<file path="src/rtl/ods_pkg.sv">
package ods_pkg;

	// Default sizes of the block.
	localparam int STAGES_DEF       = 3;
	localparam int SAMPLE_WIDTH_DEF = 24;

	// Smoothing weight k, unsigned Q0.16.
	localparam int              WEIGHT_W     = 16;
	localparam logic [WEIGHT_W-1:0] WEIGHT_RESET = 16'h8000;

	// Half of one least significant bit after the Q0.16 product is scaled back.
	localparam int ROUND_HALF = 1 << (WEIGHT_W - 1);

	// Sequencer states.
	typedef enum logic [3:0] {
		ST_IDLE,
		ST_FEED,
		ST_PREP,
		ST_DIFF,
		ST_MUL,
		ST_ADD,
		ST_OUT_A,
		ST_OUT_B,
		ST_POP
	} seq_state_t;

	// Strobes from the sequencer to the shared multiply-add unit.
	typedef struct packed {
		logic load_x;
		logic sel_mid;
		logic load_dif;
		logic load_prod;
	} arith_ctl_t;

endpackage

</file>
<file path="src/rtl/oversampled_difference_smoother_unit.sv">
// Oversampled difference smoother. Each input item carries a signed sample and a
// block start flag; the block forms the difference to the previous sample and sends
// it through STAGES doubling stages, each of which emits its held input and the
// midpoint to the new one, every emitted value passing a one-pole smoother with
// weight k (Q0.16, written on cfg_wdata, reset one half). Once all stages are warm,
// an item yields 2^STAGES result items, the final one marked by tlast; the first
// item of a block and warm-up items yield fewer or none. Block start clears all
// stage state before the sample is taken. Values go through the stages depth
// first under a small sequencer, and every smoothed value passes the operand,
// difference, product and accumulate steps of the one shared multiply-add unit;
// with three warm stages an item gives fourteen smoothed values. An item occupies
// the block until all its values are done, longer if the result channel stalls.
// The input side is not ready during that time; a finished result waits in the
// output register.
module oversampled_difference_smoother_unit
	import ods_pkg::*;
#(
	parameter int STAGES       = STAGES_DEF,
	parameter int SAMPLE_WIDTH = SAMPLE_WIDTH_DEF
) (
	input  logic                                  clk,
	input  logic                                  arst_n,
	input  logic                                  s_axis_tvalid,
	output logic                                  s_axis_tready,
	// Bits from the lowest: sample_in, then zero fill.
	input  logic [((SAMPLE_WIDTH+7)/8)*8-1:0]     s_axis_tdata,
	// Bits from the lowest: block_start.
	input  logic                                  s_axis_tuser,
	output logic                                  m_axis_tvalid,
	input  logic                                  m_axis_tready,
	// Bits from the lowest: sample_out, then zero fill.
	output logic [((SAMPLE_WIDTH+8)/8)*8-1:0]     m_axis_tdata,
	output logic                                  m_axis_tlast,
	input  logic                                  cfg_we,
	input  logic [WEIGHT_W-1:0]                   cfg_wdata
);

	localparam int DW     = SAMPLE_WIDTH + 1;
	localparam int OUT_TW = ((SAMPLE_WIDTH + 8) / 8) * 8;
	localparam int LW     = (STAGES > 1) ? $clog2(STAGES) : 1;
	localparam logic [LW-1:0] LAST_LVL = LW'(STAGES - 1);

	seq_state_t state_q, state_d;

	logic [WEIGHT_W-1:0]            weight_q;
	logic signed [SAMPLE_WIDTH-1:0] prev_q;
	logic                           prev_valid_q;
	logic signed [DW-1:0]           pin_q  [STAGES];
	logic signed [DW-1:0]           pout_q [STAGES];
	logic signed [DW-1:0]           pend_q [STAGES];
	logic [STAGES-1:0]              pin_valid_q;
	logic [STAGES-1:0]              pout_valid_q;
	logic [STAGES-1:0]              pend_valid_q;
	logic [LW-1:0]                  lvl_q;
	logic                           half_q;
	logic signed [DW-1:0]           val_q;
	logic signed [DW-1:0]           a_q;
	logic                           out_valid_q;
	logic signed [DW-1:0]           out_data_q;
	logic                           out_last_q;

	logic                           in_acc;
	logic signed [SAMPLE_WIDTH-1:0] x_in;
	logic signed [DW-1:0]           diff;
	logic                           warm;
	logic                           out_free;
	logic                           cur_pin_valid;
	logic                           is_last;
	logic                           any_pend;
	logic [LW-1:0]                  pop_lvl;
	logic                           out_load;
	arith_ctl_t                     ctl;
	logic signed [DW-1:0]           y;

	// Handshake and first difference.
	always_comb begin
		in_acc        = s_axis_tvalid & s_axis_tready;
		x_in          = s_axis_tdata[SAMPLE_WIDTH-1:0];
		diff          = {x_in[SAMPLE_WIDTH-1], x_in} - {prev_q[SAMPLE_WIDTH-1], prev_q};
		warm          = prev_valid_q & ~s_axis_tuser;
		out_free      = ~out_valid_q | m_axis_tready;
		cur_pin_valid = pin_valid_q[lvl_q];
		is_last       = (lvl_q == LAST_LVL);
		any_pend      = |pend_valid_q;
	end

	// The deepest pending value is the next one to resume.
	always_comb begin
		pop_lvl = '0;
		for (int s = 0; s < STAGES; s++) begin
			if (pend_valid_q[s]) begin
				pop_lvl = LW'(s);
			end
		end
	end

	// Next state.
	always_comb begin
		state_d = state_q;
		unique case (state_q)
			ST_IDLE: begin
				if (in_acc && warm) begin
					state_d = ST_FEED;
				end
			end
			ST_FEED:  state_d = cur_pin_valid ? ST_PREP : ST_POP;
			ST_PREP:  state_d = ST_DIFF;
			ST_DIFF:  state_d = ST_MUL;
			ST_MUL:   state_d = ST_ADD;
			ST_ADD: begin
				if (!half_q) begin
					state_d = ST_PREP;
				end else if (is_last) begin
					state_d = ST_OUT_A;
				end else begin
					state_d = ST_FEED;
				end
			end
			ST_OUT_A: begin
				if (out_free) begin
					state_d = ST_OUT_B;
				end
			end
			ST_OUT_B: begin
				if (out_free) begin
					state_d = ST_POP;
				end
			end
			ST_POP:   state_d = any_pend ? ST_FEED : ST_IDLE;
			default:  state_d = ST_IDLE;
		endcase
	end

	// Outputs of the sequencer.
	always_comb begin
		s_axis_tready = (state_q == ST_IDLE);
		ctl.load_x    = (state_q == ST_PREP);
		ctl.sel_mid   = half_q;
		ctl.load_dif  = (state_q == ST_DIFF);
		ctl.load_prod = (state_q == ST_MUL);
		out_load      = ((state_q == ST_OUT_A) || (state_q == ST_OUT_B)) && out_free;
	end

	// Shared multiply-add unit.
	ods_arith #(
		.DW(DW)
	) u_arith (
		.clk     (clk),
		.ctl     (ctl),
		.p       (pin_q[lvl_q]),
		.v       (val_q),
		.yp      (pout_q[lvl_q]),
		.yp_valid(pout_valid_q[lvl_q]),
		.k       (weight_q),
		.y       (y)
	);

	// Control state.
	always_ff @(posedge clk or negedge arst_n) begin
		if (!arst_n) begin
			state_q      <= ST_IDLE;
			weight_q     <= WEIGHT_RESET;
			prev_valid_q <= 1'b0;
			pin_valid_q  <= '0;
			pout_valid_q <= '0;
			pend_valid_q <= '0;
			lvl_q        <= '0;
			half_q       <= 1'b0;
			out_valid_q  <= 1'b0;
		end else begin
			state_q <= state_d;
			if (cfg_we) begin
				weight_q <= cfg_wdata;
			end
			if (in_acc) begin
				prev_valid_q <= 1'b1;
				lvl_q        <= '0;
				if (s_axis_tuser) begin
					pin_valid_q  <= '0;
					pout_valid_q <= '0;
				end
			end
			if (state_q == ST_FEED) begin
				half_q <= 1'b0;
				if (!cur_pin_valid) begin
					pin_valid_q[lvl_q] <= 1'b1;
				end
			end
			if (state_q == ST_ADD) begin
				half_q              <= ~half_q;
				pout_valid_q[lvl_q] <= 1'b1;
				if (half_q && !is_last) begin
					pend_valid_q[lvl_q] <= 1'b1;
					lvl_q               <= lvl_q + LW'(1);
				end
			end
			if ((state_q == ST_POP) && any_pend) begin
				pend_valid_q[pop_lvl] <= 1'b0;
				lvl_q                 <= pop_lvl + LW'(1);
			end
			if (out_load) begin
				out_valid_q <= 1'b1;
			end else if (m_axis_tready) begin
				out_valid_q <= 1'b0;
			end
		end
	end

	// Sample and stage values.
	always_ff @(posedge clk) begin
		if (in_acc) begin
			prev_q <= x_in;
			val_q  <= diff;
		end
		if ((state_q == ST_FEED) && !cur_pin_valid) begin
			pin_q[lvl_q] <= val_q;
		end
		if (state_q == ST_ADD) begin
			pout_q[lvl_q] <= y;
			if (!half_q) begin
				a_q <= y;
			end else begin
				pin_q[lvl_q] <= val_q;
				if (is_last) begin
					val_q <= y;
				end else begin
					pend_q[lvl_q] <= y;
					val_q         <= a_q;
				end
			end
		end
		if ((state_q == ST_POP) && any_pend) begin
			val_q <= pend_q[pop_lvl];
		end
		if (out_load) begin
			out_data_q <= (state_q == ST_OUT_A) ? a_q : val_q;
			out_last_q <= (state_q == ST_OUT_B) && !any_pend;
		end
	end

	// Result channel.
	always_comb begin
		m_axis_tvalid = out_valid_q;
		m_axis_tdata  = OUT_TW'($unsigned(out_data_q));
		m_axis_tlast  = out_last_q;
	end

endmodule

</file>
<file path="src/rtl/ods_arith.sv">
// Shared arithmetic unit: operand selection (held value or midpoint), difference,
// weight multiply and rounded accumulate of the one-pole smoother.
module ods_arith
	import ods_pkg::*;
#(
	parameter int DW = SAMPLE_WIDTH_DEF + 1
) (
	input  logic                       clk,
	input  arith_ctl_t                 ctl,
	input  logic signed [DW-1:0]       p,
	input  logic signed [DW-1:0]       v,
	input  logic signed [DW-1:0]       yp,
	input  logic                       yp_valid,
	input  logic        [WEIGHT_W-1:0] k,
	output logic signed [DW-1:0]       y
);

	localparam int PW = DW + WEIGHT_W + 1;

	logic signed [DW:0]           mid_sum;
	logic signed [DW-1:0]         x_sel;
	logic signed [DW-1:0]         xs_q;
	logic signed [DW:0]           dif_q;
	logic signed [PW-1:0]         prod_q;
	logic signed [PW-1:0]         prod_rnd;
	logic signed [PW-WEIGHT_W-1:0] corr;
	logic signed [DW:0]           y_wide;

	// Operand: the held input itself, or the midpoint rounded towards minus infinity.
	always_comb begin
		mid_sum = {p[DW-1], p} + {v[DW-1], v};
		x_sel   = ctl.sel_mid ? mid_sum[DW:1] : p;
	end

	// One step of the smoother per strobe: operand, difference, product.
	always_ff @(posedge clk) begin
		if (ctl.load_x) begin
			xs_q <= x_sel;
		end
		if (ctl.load_dif) begin
			dif_q <= {yp[DW-1], yp} - {xs_q[DW-1], xs_q};
		end
		if (ctl.load_prod) begin
			prod_q <= PW'($signed({1'b0, k})) * PW'(dif_q);
		end
	end

	// y = x + round(k * (y_prev - x)); the first value passes unsmoothed.
	always_comb begin
		prod_rnd = prod_q + PW'(ROUND_HALF);
		corr     = prod_rnd[PW-1:WEIGHT_W];
		y_wide   = {xs_q[DW-1], xs_q} + corr;
		y        = yp_valid ? y_wide[DW-1:0] : xs_q;
	end

endmodule
</file>
<file path="config.mk">
export PLATFORM = sky130hd
export DESIGN_NAME = oversampled_difference_smoother_unit
export DESIGN_NICKNAME = d
export VERILOG_FILES = /design/src/rtl/ods_pkg.sv /design/src/rtl/oversampled_difference_smoother_unit.sv /design/src/rtl/ods_arith.sv
export SDC_FILE = /design/constraint.sdc
export NUM_CORES = 2
export LEC_CHECK = 0
export ABC_CLOCK_PERIOD_IN_PS = 7650
export BUFFER_PORTS_ARGS = -buffer_cell sky130_fd_sc_hd__buf_2
export CORE_UTILIZATION = 40
export CTS_BUF_LIST = sky130_fd_sc_hd__clkbuf_2
export CTS_CLUSTER_DIAMETER = 100
export CTS_CLUSTER_SIZE = 24
export DETAILED_ROUTE_END_ITERATION = 8
export GPL_TIMING_DRIVEN = 0
export PLACE_DENSITY = 0.54
export RECOVER_POWER = 50
export SLEW_MARGIN = 20
export SYNTH_ARGS = -nofsm -noshare
export SYNTH_HDL_FRONTEND = slang
export SYNTH_HIERARCHICAL = 1
export SYNTH_SLANG_ARGS = --single-unit
</file>
<file path="constraint.sdc">
create_clock -name clk -period 7.65 [get_ports clk]
set_clock_uncertainty 0.2 [all_clocks]
set_input_delay 0.765 -clock clk [delete_from_list [all_inputs] [get_ports clk]]
set_output_delay 0.765 -clock clk [all_outputs]
set_load 0.05 [all_outputs]
</file>
==> impl_results.md <==
- Max Fclk: 0.136 GHz
- Post-DRT Antenna Nets: 0
- GRT Overall Usage: 0.237
- R2R cell count: 20
- Critical Path End Type: flip-flop
- Ports: 81
- Share of the synthesized area in the top cell type: 0.314
- Synthesized area per cell: approximately 11 um^2
- CTS Buf Count: 23
- Initial antenna violation count: 3
- First-pass GRT wire length: roughly 160000 um
- Simple-Gate Fraction of Synth Area: 0.123
- Final setup violation count: 0
- Share of layout cells above drive strength 1: 0.0693
- DP HPWL: 82100 um
- Synthesized instance count: 3392
- Slew Viols, Final: 213
- Worst hold path class: input pin to flip-flop
- Core area: 88800 um^2
- Slew HR: -0.424
- Crit path required time: 8.43 ns
- Initial Util: 0.405
- Worst path slowest cell: dfrtp_1
- Initial DRC Count: 1801
- Synthesized flop and latch total: 436
- DRT Pass-1 Iters: 7
- Hold Path Cell Cnt: 3
- Clock sinks: 436
- FFs w/ async S/R, synth: 0.0780
- Mux cell area share after synthesis: 0.0425
- Final Cell Area: 39300 um^2
- Period utilization: 0.960
- Crit-path cells: clkbuf_2, nand2_1, fa_1, fa_1, fa_1, inv_1, fa_1, fa_1, inv_1, fa_1, inv_1, ha_1, and4_1, nor4b_2, a32oi_1, nand3_1, a311oi_1, o21bai_1, a21oi_1, xnor2_1
- Die height: approximately 300 um
- Max Cap Viol: 8
- P&R area growth vs syn: 9.08%
- Critical path class: flip-flop to flip-flop
- Synth Area in Adders: 0.289
- Port bufs: between 70 and 80
- Number of flops mapped to enable cells by yosys: 377
- Cells after DPL: 4675
- Synthesis Warnings: 6
- Setup tns final: 0 ns
- Crit path DAT: 8.12 ns
- CTS clk-pin slew, worst paths: 0.39 ns
- Per-cell routed wire length: 21.9 um
- GRT overflow: 0
- Synth cell types: slightly above 90
- Vias in the first global route: about 26k
- Post-synthesis xor/xnor area fraction: 0.0302
- Largest family of logic cells by synthesized area: adder cells
- Via count: approximately 25k
- Rows: 109
- Slew @ Worst Pin: about 2.1 ns
- Seq/Total Area, Yosys: 0.352
- Status: finished, violations left
- CTS tree: yes
- R2r setup slk: between 0.3 and 0.4 ns
- GP Congestion: 0.913
- Worst skew pair latency: 1.29 ns
- Fin. Hold Viols: 0
- Tmin final: between 7 and 8 ns
- Failing checks: DRC, capacitance limit, slew limit
- Synth Flop Type: edfxtp_1
- Die Wd: 302 um
- Critical Path Max Stage Delay: 0.77 ns
- Synth area leaders: edfxtp_1 31%, fa_1 22%, ha_1 6.9%
- CTS Root Cell: clkbuf_2
- Die footprint: 91200 um^2
- CP Launch Type: flip-flop
- Most frequent cell after synthesis: inv_1
- Crit path top cell by count: fa_1
- Complex-gate fraction of the synthesized area: 0.0905
- DRC viols: 4
- Total Nets Final: 4260
- Crit-path max FO: 10
- DRT Wirelength: 105000 um
- Clk buf depth: 3
- Via-per-instance ratio: 5.23
- Htree depth: 1
- Final std cells w/o fill: 4806
- Leading area contributor after synthesis: edfxtp_1
- Largest net degree at the start of global routing: 34
- RSZ-0062 raised after global routing: no
- Post-synth top cells: 535 x inv_1, 419 x nand2_1, 395 x fa_1
- Placed cell area: 38300 um^2
- Mapped cell area: 36000 um^2
[flip-flops by register name, summed over array words and instances (netlist names), 26 cells and up]
| name | count |
|---|---|
| pout_q | 75 |
| pin_q | 75 |
| pend_q | 75 |
| u_arith/dif_q | 26 |
| u_arith/prod_q | 26 |
[routing by layer]
layer / GRT usage / routed length, um / up-vias
li1: - / - / 11706
met1: 0.314 / 45300 / 12625
met2: 0.408 / 51400 / 704
met3: 0.0240 / 5070 / 124
met4: 0.0732 / 3590 / 0
met5: 0 / 0 / -
[cell type report]
cell class	instances	area (um^2)
antenna	4	10.0
buffer	129	613
clock buffer	35	175
clock inverter	7	62.6
fill	8608	49500
inverter	537	2020
multi-input combinational	2315	20900
sequential	436	12700
tap	1165	1460
timing repair buffer	178	1340
[cell usage in the layout (no fill, tap or decap), types with 56 or more instances in the layout]
cell type | netlist | final
xnor2_1 | 83 | 82
mux2_2 | 72 | 63
clkbuf_1 | 97 | 119
mux2i_1 | 72 | 68
nand3_1 | 56 | 56
dlygate4sd3_1 | 0 | 86
nor2_1 | 98 | 97
a21oi_1 | 122 | 122
inv_1 | 535 | 535
and2_1 | 172 | 165
edfxtp_1 | 377 | 377
nand2_1 | 419 | 419
fa_1 | 395 | 395
o21ai_0 | 153 | 139
clkbuf_2 | 1 | 75
ha_1 | 199 | 199
[stage by stage]
step | util | hold WS [ns] | setup slack [ns]
after floorplan | - | 0.225 | 1.29
after global placement | 0.427 | 0.242 | -0.727
after detailed placement | 0.431 | 0.252 | -0.639
after CTS | 0.444 | 0.0536 | 0.00333
after global routing | 0.442 | 0.0588 | 0.0292
final | 0.442 | 0.197 | 0.306
[worst max-delay path, delay by kind of cell, from the launching register on]
family	cells	cell delay, ns
buffers and inverters	4	0.61
AND/OR/NAND/NOR	4	0.85
adder cells (fa/ha/maj)	7	3.36
AO/OA/AOI/OAI	4	1.24
XOR/XNOR	1	0.09
flip-flops	1	0.77
[kinds of logic after synthesis]
family	Yosys count
AOI/OAI and AO/OA	507
adders and majority gates	594
and+or+nand+nor	914
other	1
muxes	144
DFF	436
xor gates and xnor gates	124
buffers and inverters	672
[timing repair]
item                                    in CTS  in global routing
endpoints found under the setup margin      11                  5
buffers inserted                             0                  4
hold buffers                                87                  0
resized for setup                           36                 29
hold endpoints to repair                   134                  0
[path summary, 6_finish.rpt]
path                                                      to                     from
worst max-delay path            u_arith/prod_q[35]$_DFFE_PP_  weight_q[4]$_DFFE_PN0P_
worst min-delay path                 weight_q[7]$_DFFE_PN0P_             cfg_wdata[7]
worst max register to register  u_arith/prod_q[35]$_DFFE_PP_  weight_q[4]$_DFFE_PN0P_
worst min register to register              val_q[9]$_DFF_P_   pend_q[0][9]$_DFFE_PP_
max in group asynchronous            weight_q[8]$_DFFE_PN0P_                   arst_n
min in group asynchronous            weight_q[9]$_DFFE_PN0P_                   arst_n
Power is not shown: default switching activity piles up to over one toggle a cycle in this logic, so the estimate is an artifact.
